[config.mk]
export PLATFORM = sky130hd
export DESIGN_NAME = radio_degrade_audio_effect
export DESIGN_NICKNAME = d
export VERILOG_FILES = /design/src/rtl/rde_pkg.sv /design/src/rtl/radio_degrade_audio_effect.sv /design/src/rtl/rde_lfsr.sv /design/src/rtl/rde_datapath.sv /design/src/rtl/rde_ctrl.sv
export SDC_FILE = /design/constraint.sdc
export NUM_CORES = 2
export LEC_CHECK = 0
export ABC_CLOCK_PERIOD_IN_PS = 11400
export BUFFER_PORTS_ARGS = -buffer_cell sky130_fd_sc_hd__buf_4
export CAP_MARGIN = 25
export CORE_ASPECT_RATIO = 0.5
export CORE_MARGIN = 3
export CORE_UTILIZATION = 39
export CTS_CLUSTER_DIAMETER = 30
export DETAILED_ROUTE_END_ITERATION = 6
export PLACE_DENSITY = 0.55
export SKIP_CTS_REPAIR_TIMING = 1
export SLEW_MARGIN = 20
export SYNTH_ARGS = -nofsm -noshare
export SYNTH_HDL_FRONTEND = slang
export SYNTH_SLANG_ARGS = --single-unit
[constraint.sdc]
create_clock -name clk -period 11.4 [get_ports clk]
set_input_delay 2.28 -clock clk [delete_from_list [all_inputs] [get_ports clk]]
set_output_delay 2.28 -clock clk [all_outputs]
set_load 0.02 [all_outputs]
[src/rtl/rde_pkg.sv]
// shared types and constants for the radio degrade audio effect
`default_nettype none
package rde_pkg;

  localparam int SAMPLE_W    = 16;
  localparam int AVG_W       = 24;
  localparam int DRAW_W      = 16;
  localparam int GAIN_W      = 12;
  localparam int CLIP_W      = 15;
  localparam int CRACKLE_W   = 15;
  localparam int POP_PROB_W  = 16;
  localparam int POP_AMP_W   = 16;
  localparam int CFG_INDEX_W = 3;
  localparam int CFG_DATA_W  = 16;

  // shared multiplier: 26 x 18 signed, 44 bit product
  localparam int MUL_A_W = 26;
  localparam int MUL_B_W = 18;
  localparam int PROD_W  = MUL_A_W + MUL_B_W;

  localparam int LFSR_STEPS    = 8;
  localparam logic [63:0] LFSR_POLY = 64'h0000_0000_8020_0003;

  // one-pole average weights in Q0.16, output scale
  localparam logic signed [MUL_B_W-1:0] COEF_KEEP = 18'sd62259;
  localparam logic signed [MUL_B_W-1:0] COEF_NEW  = 18'sd3277;
  localparam logic signed [MUL_B_W-1:0] OUT_SCALE = 18'sd20000;

  localparam int AVG_SHIFT   = 16;
  localparam int OUT_SHIFT   = 23;
  localparam int NOISE_SHIFT = 7;
  localparam int GAIN_SHIFT  = 8;
  localparam int POP_SHIFT   = 8;

  // register indexes
  localparam logic [CFG_INDEX_W-1:0] REG_OVERDRIVE_GAIN    = 3'd0;
  localparam logic [CFG_INDEX_W-1:0] REG_CLIP_LEVEL        = 3'd1;
  localparam logic [CFG_INDEX_W-1:0] REG_CRACKLE_AMPLITUDE = 3'd2;
  localparam logic [CFG_INDEX_W-1:0] REG_POP_PROBABILITY   = 3'd3;
  localparam logic [CFG_INDEX_W-1:0] REG_POP_AMPLITUDE     = 3'd4;

  // register reset values
  localparam logic [GAIN_W-1:0]     RST_OVERDRIVE_GAIN    = 12'd512;
  localparam logic [CLIP_W-1:0]     RST_CLIP_LEVEL        = 15'd26214;
  localparam logic [CRACKLE_W-1:0]  RST_CRACKLE_AMPLITUDE = 15'd655;
  localparam logic [POP_PROB_W-1:0] RST_POP_PROBABILITY   = 16'd66;
  localparam logic [POP_AMP_W-1:0]  RST_POP_AMPLITUDE     = 16'd16384;

  typedef enum logic [2:0] {
    MUL_NONE,
    MUL_AVG_OLD,
    MUL_AVG_NEW,
    MUL_NOISE,
    MUL_GAIN,
    MUL_POP,
    MUL_SCALE
  } mul_sel_t;

  typedef enum logic [2:0] {
    ACC_HOLD,
    ACC_LOAD_PROD,
    ACC_LOAD_NOISE,
    ACC_ADD_CLIP,
    ACC_ADD_POP
  } acc_op_t;

  typedef struct packed {
    mul_sel_t mul_sel;
    acc_op_t  acc_op;
    logic     in_load;
    logic     lfsr_adv;
    logic     avg_load;
    logic     out_load;
  } rde_cmd_t;

  typedef struct packed {
    logic pop_hit;
  } rde_status_t;

endpackage
`default_nettype wire

[src/rtl/radio_degrade_audio_effect.sv]
// top level of the radio degrade audio effect
// one item is in work at a time: in_ready is high only while idle, and
// an output stall holds a finished result until the output register frees
// the pace is set by the single shared 26x18 multiplier and the noise lfsr,
// which shifts eight times per advance; one 16 bit draw takes two advances
// reset: synchronous, registers to defaults, average to zero, lfsr to one
`default_nettype none
module radio_degrade_audio_effect #(
  parameter int LFSR_WIDTH = 32
) (
  input  wire logic                                 clk,
  input  wire logic                                 rst,
  // configuration write port
  input  wire logic                                 cfg_write,
  input  wire logic [rde_pkg::CFG_INDEX_W-1:0]      cfg_index,
  input  wire logic [rde_pkg::CFG_DATA_W-1:0]       cfg_data,
  // input item
  input  wire logic                                 in_valid,
  output logic                                      in_ready,
  input  wire logic signed [rde_pkg::SAMPLE_W-1:0]  sample_in,
  input  wire logic                                 last_in,
  // result item
  output logic                                      out_valid,
  input  wire logic                                 out_ready,
  output logic signed [rde_pkg::SAMPLE_W-1:0]       sample_out,
  output logic                                      last_out
);
  import rde_pkg::*;

  // commands from the sequencer, status back from the datapath
  rde_cmd_t    cmd;
  rde_status_t status;

  // sequencer: one state per multiply or accumulate step, pop steps
  // only taken when the second draw falls below the pop probability
  rde_ctrl u_ctrl (
    .clk       (clk),
    .rst       (rst),
    .in_valid  (in_valid),
    .in_ready  (in_ready),
    .out_valid (out_valid),
    .out_ready (out_ready),
    .status    (status),
    .cmd       (cmd)
  );

  // datapath: high-pass average, gain and clip, crackle and pop noise,
  // output scaling with rounding and saturation; the output register
  // lets a new item start while the previous result waits
  rde_datapath #(
    .LFSR_WIDTH (LFSR_WIDTH)
  ) u_datapath (
    .clk        (clk),
    .rst        (rst),
    .cmd        (cmd),
    .status     (status),
    .cfg_write  (cfg_write),
    .cfg_index  (cfg_index),
    .cfg_data   (cfg_data),
    .sample_in  (sample_in),
    .last_in    (last_in),
    .sample_out (sample_out),
    .last_out   (last_out)
  );

endmodule
`default_nettype wire

[src/rtl/rde_lfsr.sv]
// galois lfsr noise source, eight shifts per advance
`default_nettype none
module rde_lfsr #(
  parameter int LFSR_WIDTH = 32
) (
  input  wire logic                       clk,
  input  wire logic                       rst,
  input  wire logic                       adv,
  output logic [rde_pkg::DRAW_W-1:0]      draw
);
  import rde_pkg::*;

  localparam logic [LFSR_WIDTH-1:0] POLY = LFSR_WIDTH'(LFSR_POLY);
  localparam logic [LFSR_WIDTH-1:0] ONE  = LFSR_WIDTH'(1);

  logic [LFSR_WIDTH-1:0] lfsr;
  logic [LFSR_WIDTH-1:0] lfsr_next;
  logic [LFSR_WIDTH-1:0] work;

  // all-zero state reloads with one before each shift
  always_comb begin
    work = lfsr;
    for (int i = 0; i < LFSR_STEPS; i++) begin
      if (work == '0) begin
        work = ONE;
      end
      if (work[0]) begin
        work = (work >> 1) ^ POLY;
      end else begin
        work = work >> 1;
      end
    end
    if (work == '0) begin
      work = ONE;
    end
    lfsr_next = work;
  end

  always_ff @(posedge clk) begin
    if (rst) begin
      lfsr <= ONE;
    end else if (adv) begin
      lfsr <= lfsr_next;
    end
  end

  assign draw = lfsr[DRAW_W-1:0];

endmodule
`default_nettype wire

[src/rtl/rde_datapath.sv]
// datapath: registers, shared multiplier, accumulator and output register
`default_nettype none
module rde_datapath #(
  parameter int LFSR_WIDTH = 32
) (
  input  wire logic                                 clk,
  input  wire logic                                 rst,
  input  wire rde_pkg::rde_cmd_t                    cmd,
  output rde_pkg::rde_status_t                      status,
  input  wire logic                                 cfg_write,
  input  wire logic [rde_pkg::CFG_INDEX_W-1:0]      cfg_index,
  input  wire logic [rde_pkg::CFG_DATA_W-1:0]       cfg_data,
  input  wire logic signed [rde_pkg::SAMPLE_W-1:0]  sample_in,
  input  wire logic                                 last_in,
  output logic signed [rde_pkg::SAMPLE_W-1:0]       sample_out,
  output logic                                      last_out
);
  import rde_pkg::*;

  localparam logic signed [PROD_W-1:0] AVG_BIAS   = PROD_W'(32768);
  localparam logic signed [PROD_W-1:0] ROUND_BIAS = PROD_W'(4194304);
  localparam logic signed [PROD_W-1:0] SAT_HI     = PROD_W'(32767);
  localparam logic signed [PROD_W-1:0] SAT_LO     = -PROD_W'(32768);

  logic [GAIN_W-1:0]     overdrive_gain;
  logic [CLIP_W-1:0]     clip_level;
  logic [CRACKLE_W-1:0]  crackle_amplitude;
  logic [POP_PROB_W-1:0] pop_probability;
  logic [POP_AMP_W-1:0]  pop_amplitude;

  logic signed [SAMPLE_W-1:0] smp;
  logic                       last_q;
  logic signed [AVG_W-1:0]    avg_state;
  logic signed [PROD_W-1:0]   prod;
  logic signed [PROD_W-1:0]   acc;

  logic [DRAW_W-1:0]          draw;
  logic signed [DRAW_W-1:0]   draw_s;
  logic signed [AVG_W-1:0]    x_q;
  logic signed [AVG_W:0]      hp;
  logic signed [MUL_A_W-1:0]  mul_a;
  logic signed [MUL_B_W-1:0]  mul_b;
  logic signed [PROD_W-1:0]   prod_next;
  logic signed [PROD_W-1:0]   avg_sum;
  logic signed [PROD_W-1:0]   g_raw;
  logic signed [PROD_W-1:0]   lim;
  logic signed [PROD_W-1:0]   g_clip;
  logic signed [PROD_W-1:0]   acc_next;
  logic signed [PROD_W-1:0]   rnd;
  logic signed [SAMPLE_W-1:0] y_sat;

  rde_lfsr #(
    .LFSR_WIDTH (LFSR_WIDTH)
  ) u_lfsr (
    .clk  (clk),
    .rst  (rst),
    .adv  (cmd.lfsr_adv),
    .draw (draw)
  );

  // draw minus half scale is the draw with its top bit flipped
  assign draw_s = $signed({~draw[DRAW_W-1], draw[DRAW_W-2:0]});
  assign x_q    = {smp, 8'h00};
  assign hp     = (AVG_W+1)'(x_q) - (AVG_W+1)'(avg_state);
  assign status.pop_hit = draw < pop_probability;

  always_comb begin
    unique case (cmd.mul_sel)
      MUL_AVG_OLD: begin
        mul_a = MUL_A_W'(avg_state);
        mul_b = COEF_KEEP;
      end
      MUL_AVG_NEW: begin
        mul_a = MUL_A_W'(smp);
        mul_b = COEF_NEW;
      end
      MUL_NOISE: begin
        mul_a = MUL_A_W'(draw_s);
        mul_b = $signed({3'b000, crackle_amplitude});
      end
      MUL_GAIN: begin
        mul_a = MUL_A_W'(hp);
        mul_b = $signed({6'b00_0000, overdrive_gain});
      end
      MUL_POP: begin
        mul_a = MUL_A_W'(draw_s);
        mul_b = $signed({2'b00, pop_amplitude});
      end
      MUL_SCALE: begin
        mul_a = $signed(acc[MUL_A_W-1:0]);
        mul_b = OUT_SCALE;
      end
      default: begin
        mul_a = '0;
        mul_b = '0;
      end
    endcase
  end

  assign prod_next = mul_a * mul_b;

  // new average: x*3277 is smp*3277 shifted by eight
  assign avg_sum = acc + (prod <<< 8) + AVG_BIAS;

  // gain then symmetric clip
  assign g_raw = prod >>> GAIN_SHIFT;
  assign lim   = {{(PROD_W-CLIP_W-8){1'b0}}, clip_level, 8'h00};

  always_comb begin
    if (g_raw > lim) begin
      g_clip = lim;
    end else if (g_raw < -lim) begin
      g_clip = -lim;
    end else begin
      g_clip = g_raw;
    end
  end

  always_comb begin
    unique case (cmd.acc_op)
      ACC_LOAD_PROD:  acc_next = prod;
      ACC_LOAD_NOISE: acc_next = prod >>> NOISE_SHIFT;
      ACC_ADD_CLIP:   acc_next = acc + g_clip;
      ACC_ADD_POP:    acc_next = acc + (prod >>> POP_SHIFT);
      default:        acc_next = acc;
    endcase
  end

  // round, scale to output counts and saturate
  assign rnd = (prod + ROUND_BIAS) >>> OUT_SHIFT;

  always_comb begin
    if (rnd > SAT_HI) begin
      y_sat = SAMPLE_W'(SAT_HI);
    end else if (rnd < SAT_LO) begin
      y_sat = SAMPLE_W'(SAT_LO);
    end else begin
      y_sat = rnd[SAMPLE_W-1:0];
    end
  end

  always_ff @(posedge clk) begin
    if (rst) begin
      overdrive_gain    <= RST_OVERDRIVE_GAIN;
      clip_level        <= RST_CLIP_LEVEL;
      crackle_amplitude <= RST_CRACKLE_AMPLITUDE;
      pop_probability   <= RST_POP_PROBABILITY;
      pop_amplitude     <= RST_POP_AMPLITUDE;
    end else if (cfg_write) begin
      unique case (cfg_index)
        REG_OVERDRIVE_GAIN:    overdrive_gain    <= cfg_data[GAIN_W-1:0];
        REG_CLIP_LEVEL:        clip_level        <= cfg_data[CLIP_W-1:0];
        REG_CRACKLE_AMPLITUDE: crackle_amplitude <= cfg_data[CRACKLE_W-1:0];
        REG_POP_PROBABILITY:   pop_probability   <= cfg_data[POP_PROB_W-1:0];
        REG_POP_AMPLITUDE:     pop_amplitude     <= cfg_data[POP_AMP_W-1:0];
        default: ;
      endcase
    end
  end

  // running average restarts after the last item of a buffer
  always_ff @(posedge clk) begin
    if (rst) begin
      avg_state <= '0;
    end else if (cmd.avg_load) begin
      avg_state <= avg_sum[AVG_SHIFT +: AVG_W];
    end else if (cmd.out_load && last_q) begin
      avg_state <= '0;
    end
  end

  always_ff @(posedge clk) begin
    if (cmd.in_load) begin
      smp    <= sample_in;
      last_q <= last_in;
    end
    if (cmd.mul_sel != MUL_NONE) begin
      prod <= prod_next;
    end
    acc <= acc_next;
    if (cmd.out_load) begin
      sample_out <= y_sat;
      last_out   <= last_q;
    end
  end

endmodule
`default_nettype wire

[src/rtl/rde_ctrl.sv]
// controller: sequences the datapath and owns both handshakes
`default_nettype none
module rde_ctrl (
  input  wire logic                 clk,
  input  wire logic                 rst,
  input  wire logic                 in_valid,
  output logic                      in_ready,
  output logic                      out_valid,
  input  wire logic                 out_ready,
  input  wire rde_pkg::rde_status_t status,
  output rde_pkg::rde_cmd_t         cmd
);
  import rde_pkg::*;

  typedef enum logic [10:0] {
    ST_IDLE  = 11'b000_0000_0001,
    ST_AVG0  = 11'b000_0000_0010,
    ST_AVG1  = 11'b000_0000_0100,
    ST_HP    = 11'b000_0000_1000,
    ST_GAIN  = 11'b000_0001_0000,
    ST_CLIP  = 11'b000_0010_0000,
    ST_POP0  = 11'b000_0100_0000,
    ST_POP1  = 11'b000_1000_0000,
    ST_POP2  = 11'b001_0000_0000,
    ST_SCALE = 11'b010_0000_0000,
    ST_ROUND = 11'b100_0000_0000
  } state_t;

  state_t state;
  state_t state_next;

  assign in_ready = (state == ST_IDLE);

  always_comb begin
    state_next   = state;
    cmd.mul_sel  = MUL_NONE;
    cmd.acc_op   = ACC_HOLD;
    cmd.in_load  = 1'b0;
    cmd.lfsr_adv = 1'b0;
    cmd.avg_load = 1'b0;
    cmd.out_load = 1'b0;
    unique case (state)
      ST_IDLE: begin
        if (in_valid) begin
          cmd.in_load = 1'b1;
          state_next  = ST_AVG0;
        end
      end
      ST_AVG0: begin
        cmd.mul_sel  = MUL_AVG_OLD;
        cmd.lfsr_adv = 1'b1;
        state_next   = ST_AVG1;
      end
      ST_AVG1: begin
        cmd.mul_sel  = MUL_AVG_NEW;
        cmd.acc_op   = ACC_LOAD_PROD;
        cmd.lfsr_adv = 1'b1;
        state_next   = ST_HP;
      end
      ST_HP: begin
        cmd.mul_sel  = MUL_NOISE;
        cmd.avg_load = 1'b1;
        cmd.lfsr_adv = 1'b1;
        state_next   = ST_GAIN;
      end
      ST_GAIN: begin
        cmd.mul_sel  = MUL_GAIN;
        cmd.acc_op   = ACC_LOAD_NOISE;
        cmd.lfsr_adv = 1'b1;
        state_next   = ST_CLIP;
      end
      ST_CLIP: begin
        cmd.acc_op = ACC_ADD_CLIP;
        if (status.pop_hit) begin
          cmd.lfsr_adv = 1'b1;
          state_next   = ST_POP0;
        end else begin
          state_next = ST_SCALE;
        end
      end
      ST_POP0: begin
        cmd.lfsr_adv = 1'b1;
        state_next   = ST_POP1;
      end
      ST_POP1: begin
        cmd.mul_sel = MUL_POP;
        state_next  = ST_POP2;
      end
      ST_POP2: begin
        cmd.acc_op = ACC_ADD_POP;
        state_next = ST_SCALE;
      end
      ST_SCALE: begin
        cmd.mul_sel = MUL_SCALE;
        state_next  = ST_ROUND;
      end
      ST_ROUND: begin
        if (!out_valid || out_ready) begin
          cmd.out_load = 1'b1;
          state_next   = ST_IDLE;
        end
      end
      default: begin
        state_next = ST_IDLE;
      end
    endcase
  end

  always_ff @(posedge clk) begin
    if (rst) begin
      state     <= ST_IDLE;
      out_valid <= 1'b0;
    end else begin
      state <= state_next;
      if (cmd.out_load) begin
        out_valid <= 1'b1;
      end else if (out_ready) begin
        out_valid <= 1'b0;
      end
    end
  end

`ifndef SYNTHESIS
  // a result never overwrites one that has not been taken
  a_no_overwrite: assert property (@(posedge clk) disable iff (rst)
    cmd.out_load |-> (!out_valid || out_ready))
    else $error("result loaded over an untaken item");

  // accept and result load never coincide
  a_no_overlap: assert property (@(posedge clk) disable iff (rst)
    (in_valid && in_ready) |-> !cmd.out_load)
    else $error("accept and result load in one cycle");

  // no result load during the AVG0 to SCALE steps that follow an accept
  a_min_latency: assert property (@(posedge clk) disable iff (rst)
    (in_valid && in_ready) |=> !cmd.out_load ##1 !cmd.out_load ##1 !cmd.out_load
      ##1 !cmd.out_load ##1 !cmd.out_load ##1 !cmd.out_load)
    else $error("result loaded too early");

  // the noise source only moves while an item is in work
  a_lfsr_busy: assert property (@(posedge clk) disable iff (rst)
    cmd.lfsr_adv |-> !in_ready)
    else $error("noise source advanced while idle");
`endif

endmodule
`default_nettype wire

==> impl_metrics.py <==
metrics = {
    "run_status": {
        "outcome": "completed",
    },
    "drt": {
        "drc": 0,
        "wl_met2_mm": 46.5,
        "ant_nets": 0,
        "drt_first_pass_iters": 6,
        "drtIter0Drc": 2171,
        "vias_per_cell": 5.52,
        "route.met3.wl_mm": 10.1,
        "via_count": 27200,
        "wl_met1_mm": 49.4,
        "top_layer": "met5",
        "routed_wl_mm": 109,
        "wire_per_inst_um": 22.2,
    },
    "synth": {
        "synth_area_leaders": "fa_1 25%, ha_1 11%, edfxtp_1 11%, dfxtp_1 8.8%, nand2_1 6.7%",
        "synth_edf_count": 117,
        "synth_xor_area_frac": 0.0416,
        "synthCells": 3754,
        "synth.avg_cell_area_um2": 8.64,
        "synth-compound-area-share": 0.142,
        "synth_cell_type_count": 90,
        "synth_warnings": 0,
        "synth_top_area_frac": 0.251,
        "synth_largest_area_cell": "fa_1",
        "ys_seq_area_frac": 0.196,
        "synth-seq-cells": 259,
        "synthAdderAreaFrac": 0.362,
        "synth_nets": 4490,
        "synthArstFlopShare": 0,
        "synthMuxAreaShare": 0.00347,
        "synthSimpleGateAreaFrac": 0.170,
        "netlist_area_mm2": 0.0324,
        "ys.flop_type": "dfxtp_1",
        "synth_top_family_by_area": "adder cells",
    },
    "global_routing": {
        "grt_antenna_before_repair": 4,
        "grt_max_degree": 93,
        "grt_pass1_vias": 26900,
        "grt_pass1_wl_mm": 167,
        "grtUsageTotal": 0.254,
        "grt-ovfl-total": 0,
    },
    "floorplan": {
        "die_h_um": 210,
        "core_area_mm2": 0.0820,
        "rows": 74,
        "die_x_um": 414,
        "pin_count": 60,
        "dieArea_mm2": 0.0869,
        "initial_core_util": 0.395,
    },
    "timing": {
        "max_freq_mhz": 104,
        "period_minus_slack_ns": 9.60,
        "final.setup_skew_ns": 0.0357,
        "slew_headroom": 0.246,
        "fin_crit_sh": 0.842,
        "hold_violations": 0,
        "setup_tns_ns": 0,
        "tightest_slew_ns": 1.13,
        "final_max_slew_viol_count": 0,
        "setup-violations-final": 0,
        "grt_setup_unrepaired": "false",
    },
    "worst_setup_path": {
        "end_kind": "flop",
        "critPathLaunchType": "flop",
        "critPathMaxStageDelay_ns": 0.66,
        "crit_fanout": 27,
        "slowest_stage": "nand2_1",
        "critPathKind": "reg -> reg",
        "cp_data_required_time_ns": 11.74,
        "cp.arrival_ns": 9.94,
        "cp_common_cell": "fa_1",
    },
    "cts": {
        "h-tree-depth": 3,
        "clockBufferDepth": 3,
        "insertion_delay_ns": 0.61,
        "numCtsBuffers": 67,
        "clock-sinks": 259,
        "clockRootBuffer": "clkbuf_16",
        "cts_tree": "yes",
        "clk_pin_slew_ns": 0.04,
    },
    "placement": {
        "place_congestion": 0.967,
        "dp_hpwl_mm": 85.1,
        "place_area_mm2": 0.0340,
        "port_buffers": 59,
    },
    "finish": {
        "area_delta_synth_final_pct": 12.1,
        "finish.utilization": 0.443,
        "design_area_mm2": 0.0364,
        "drive_gt1_frac": 0.0733,
        "fin_nets": 4504,
    },
    "power": {
        "max-vdd-ir-drop_uv": 90.5,
        "p_leak_uw": 0.0158,
        "power.density_mw_per_mm2": 87.0,
    },
    "run": {
        "maxCapViolations": 0,
    },
    "hold_path": {
        "min_path_type": "reg -> reg",
    },
}
-- per-layer routing --
metal,global-route usage,up-vias
li1,-,12500
met1,0.368,13500
met2,0.377,1012
met3,0.0608,190
met4,0.0739,2
met5,0,-
-- layout by cell type (no fill, tap or decap), types with 58 or more instances in the layout --
cell       instances
dfxtp_1          142
xor2_1            65
edfxtp_1         117
inv_1            546
and2_1            58
buf_4            109
a21oi_1          211
ha_1             289
nand3_1           76
xnor2_1           89
nand2_1          581
nor2_1           232
o21ai_0          140
clkbuf_16         68
fa_1             406
-- metrics by stage --
step / setup WS [ns] / instances / hold slack [ns] / power, uW
finish: 1.80 / 4924 / 0.453 / 3160
global route: 1.27 / 4923 / 0.474 / 3260
detailed placement: 1.82 / 4799 / 0.448 / 1230
CTS: 1.79 / 4921 / 0.455 / 3180
floorplan: 3.35 / 3754 / 0.426 / 1150
global placement: 1.84 / 4796 / 0.444 / 1230
-- final cells by class --
cell class              instances  area [um2]
inverters                     549        2060
fillers                      8098       45700
repair buffers                114         880
flip-flops and latches        259        6360
clock buffers                  85        1840
well taps                    1102        1380
diodes                          1        2.50
multi-input cells            2777       23400
clock inverters                37         478
-- logic make-up after synthesis --
group / Yosys count
simple gates: 1209
buf+inv: 718
compound gates: 708
fa+ha+maj: 695
flops: 259
xor+xnor: 154
mux: 11
-- where the power goes --
part / internal (uW) / switching [uW]
clock network: 1300 / 636
logic: 73.4 / 139
registers: 988 / 23.0
total: 2370 / 798
-- worst max-delay path, delay by kind of cell, from the launching register on --
family                   cells  cell delay, ns
adder cells (fa/ha/maj)      7            3.34
AO/OA/AOI/OAI                9            2.33
flip-flops                   1            0.46
buffers and inverters        5            0.75
XOR/XNOR                     1            0.09
AND/OR/NAND/NOR              9            2.35
-- path summary, 6_finish.rpt --
kind | slack, ns | to | start | depth (start not counted)
max reg2reg | 1.80 | u_datapath.prod[41] | u_ctrl.state[10] | 31
max | 1.80 | u_datapath.prod[41] | u_ctrl.state[10] | 31
min | 0.45 | u_datapath.pop_probability[14] | u_datapath.pop_probability[14] | 2
min reg2reg | 0.45 | u_datapath.pop_probability[14] | u_datapath.pop_probability[14] | 2
-- flip-flops by register name, indices dropped and copies added, names as in the netlist --
signal,flops
u_datapath.prod,43
u_datapath.acc,40
u_datapath.u_lfsr.lfsr,32
u_datapath.avg_state,24
u_datapath.pop_amplitude,16
u_datapath.pop_probability,16
u_datapath.sample_out,16
u_datapath.smp,16
u_datapath.clip_level,15
u_datapath.crackle_amplitude,15
u_datapath.overdrive_gain,12
u_ctrl.state,11
u_ctrl.out_valid,1
u_datapath.last_out,1
u_datapath.last_q,1
-- Yosys cell counts, types with 31 or more instances --
cell type  count
a21o_1        51
a21oi_1      212
a22oi_1       39
and2_1        58
buf_2         45
clkbuf_1     116
dfxtp_1      142
edfxtp_1     117
fa_1         406
ha_1         289
inv_1        546
nand2_1      581
nand2b_1      31
nand3_1       77
nor2_1       235
nor2b_1       45
nor3_1        53
o21a_1        32
o21ai_0      141
xnor2_1       89
xor2_1        65
No activity file was read; power rests on OpenSTA's default activity.
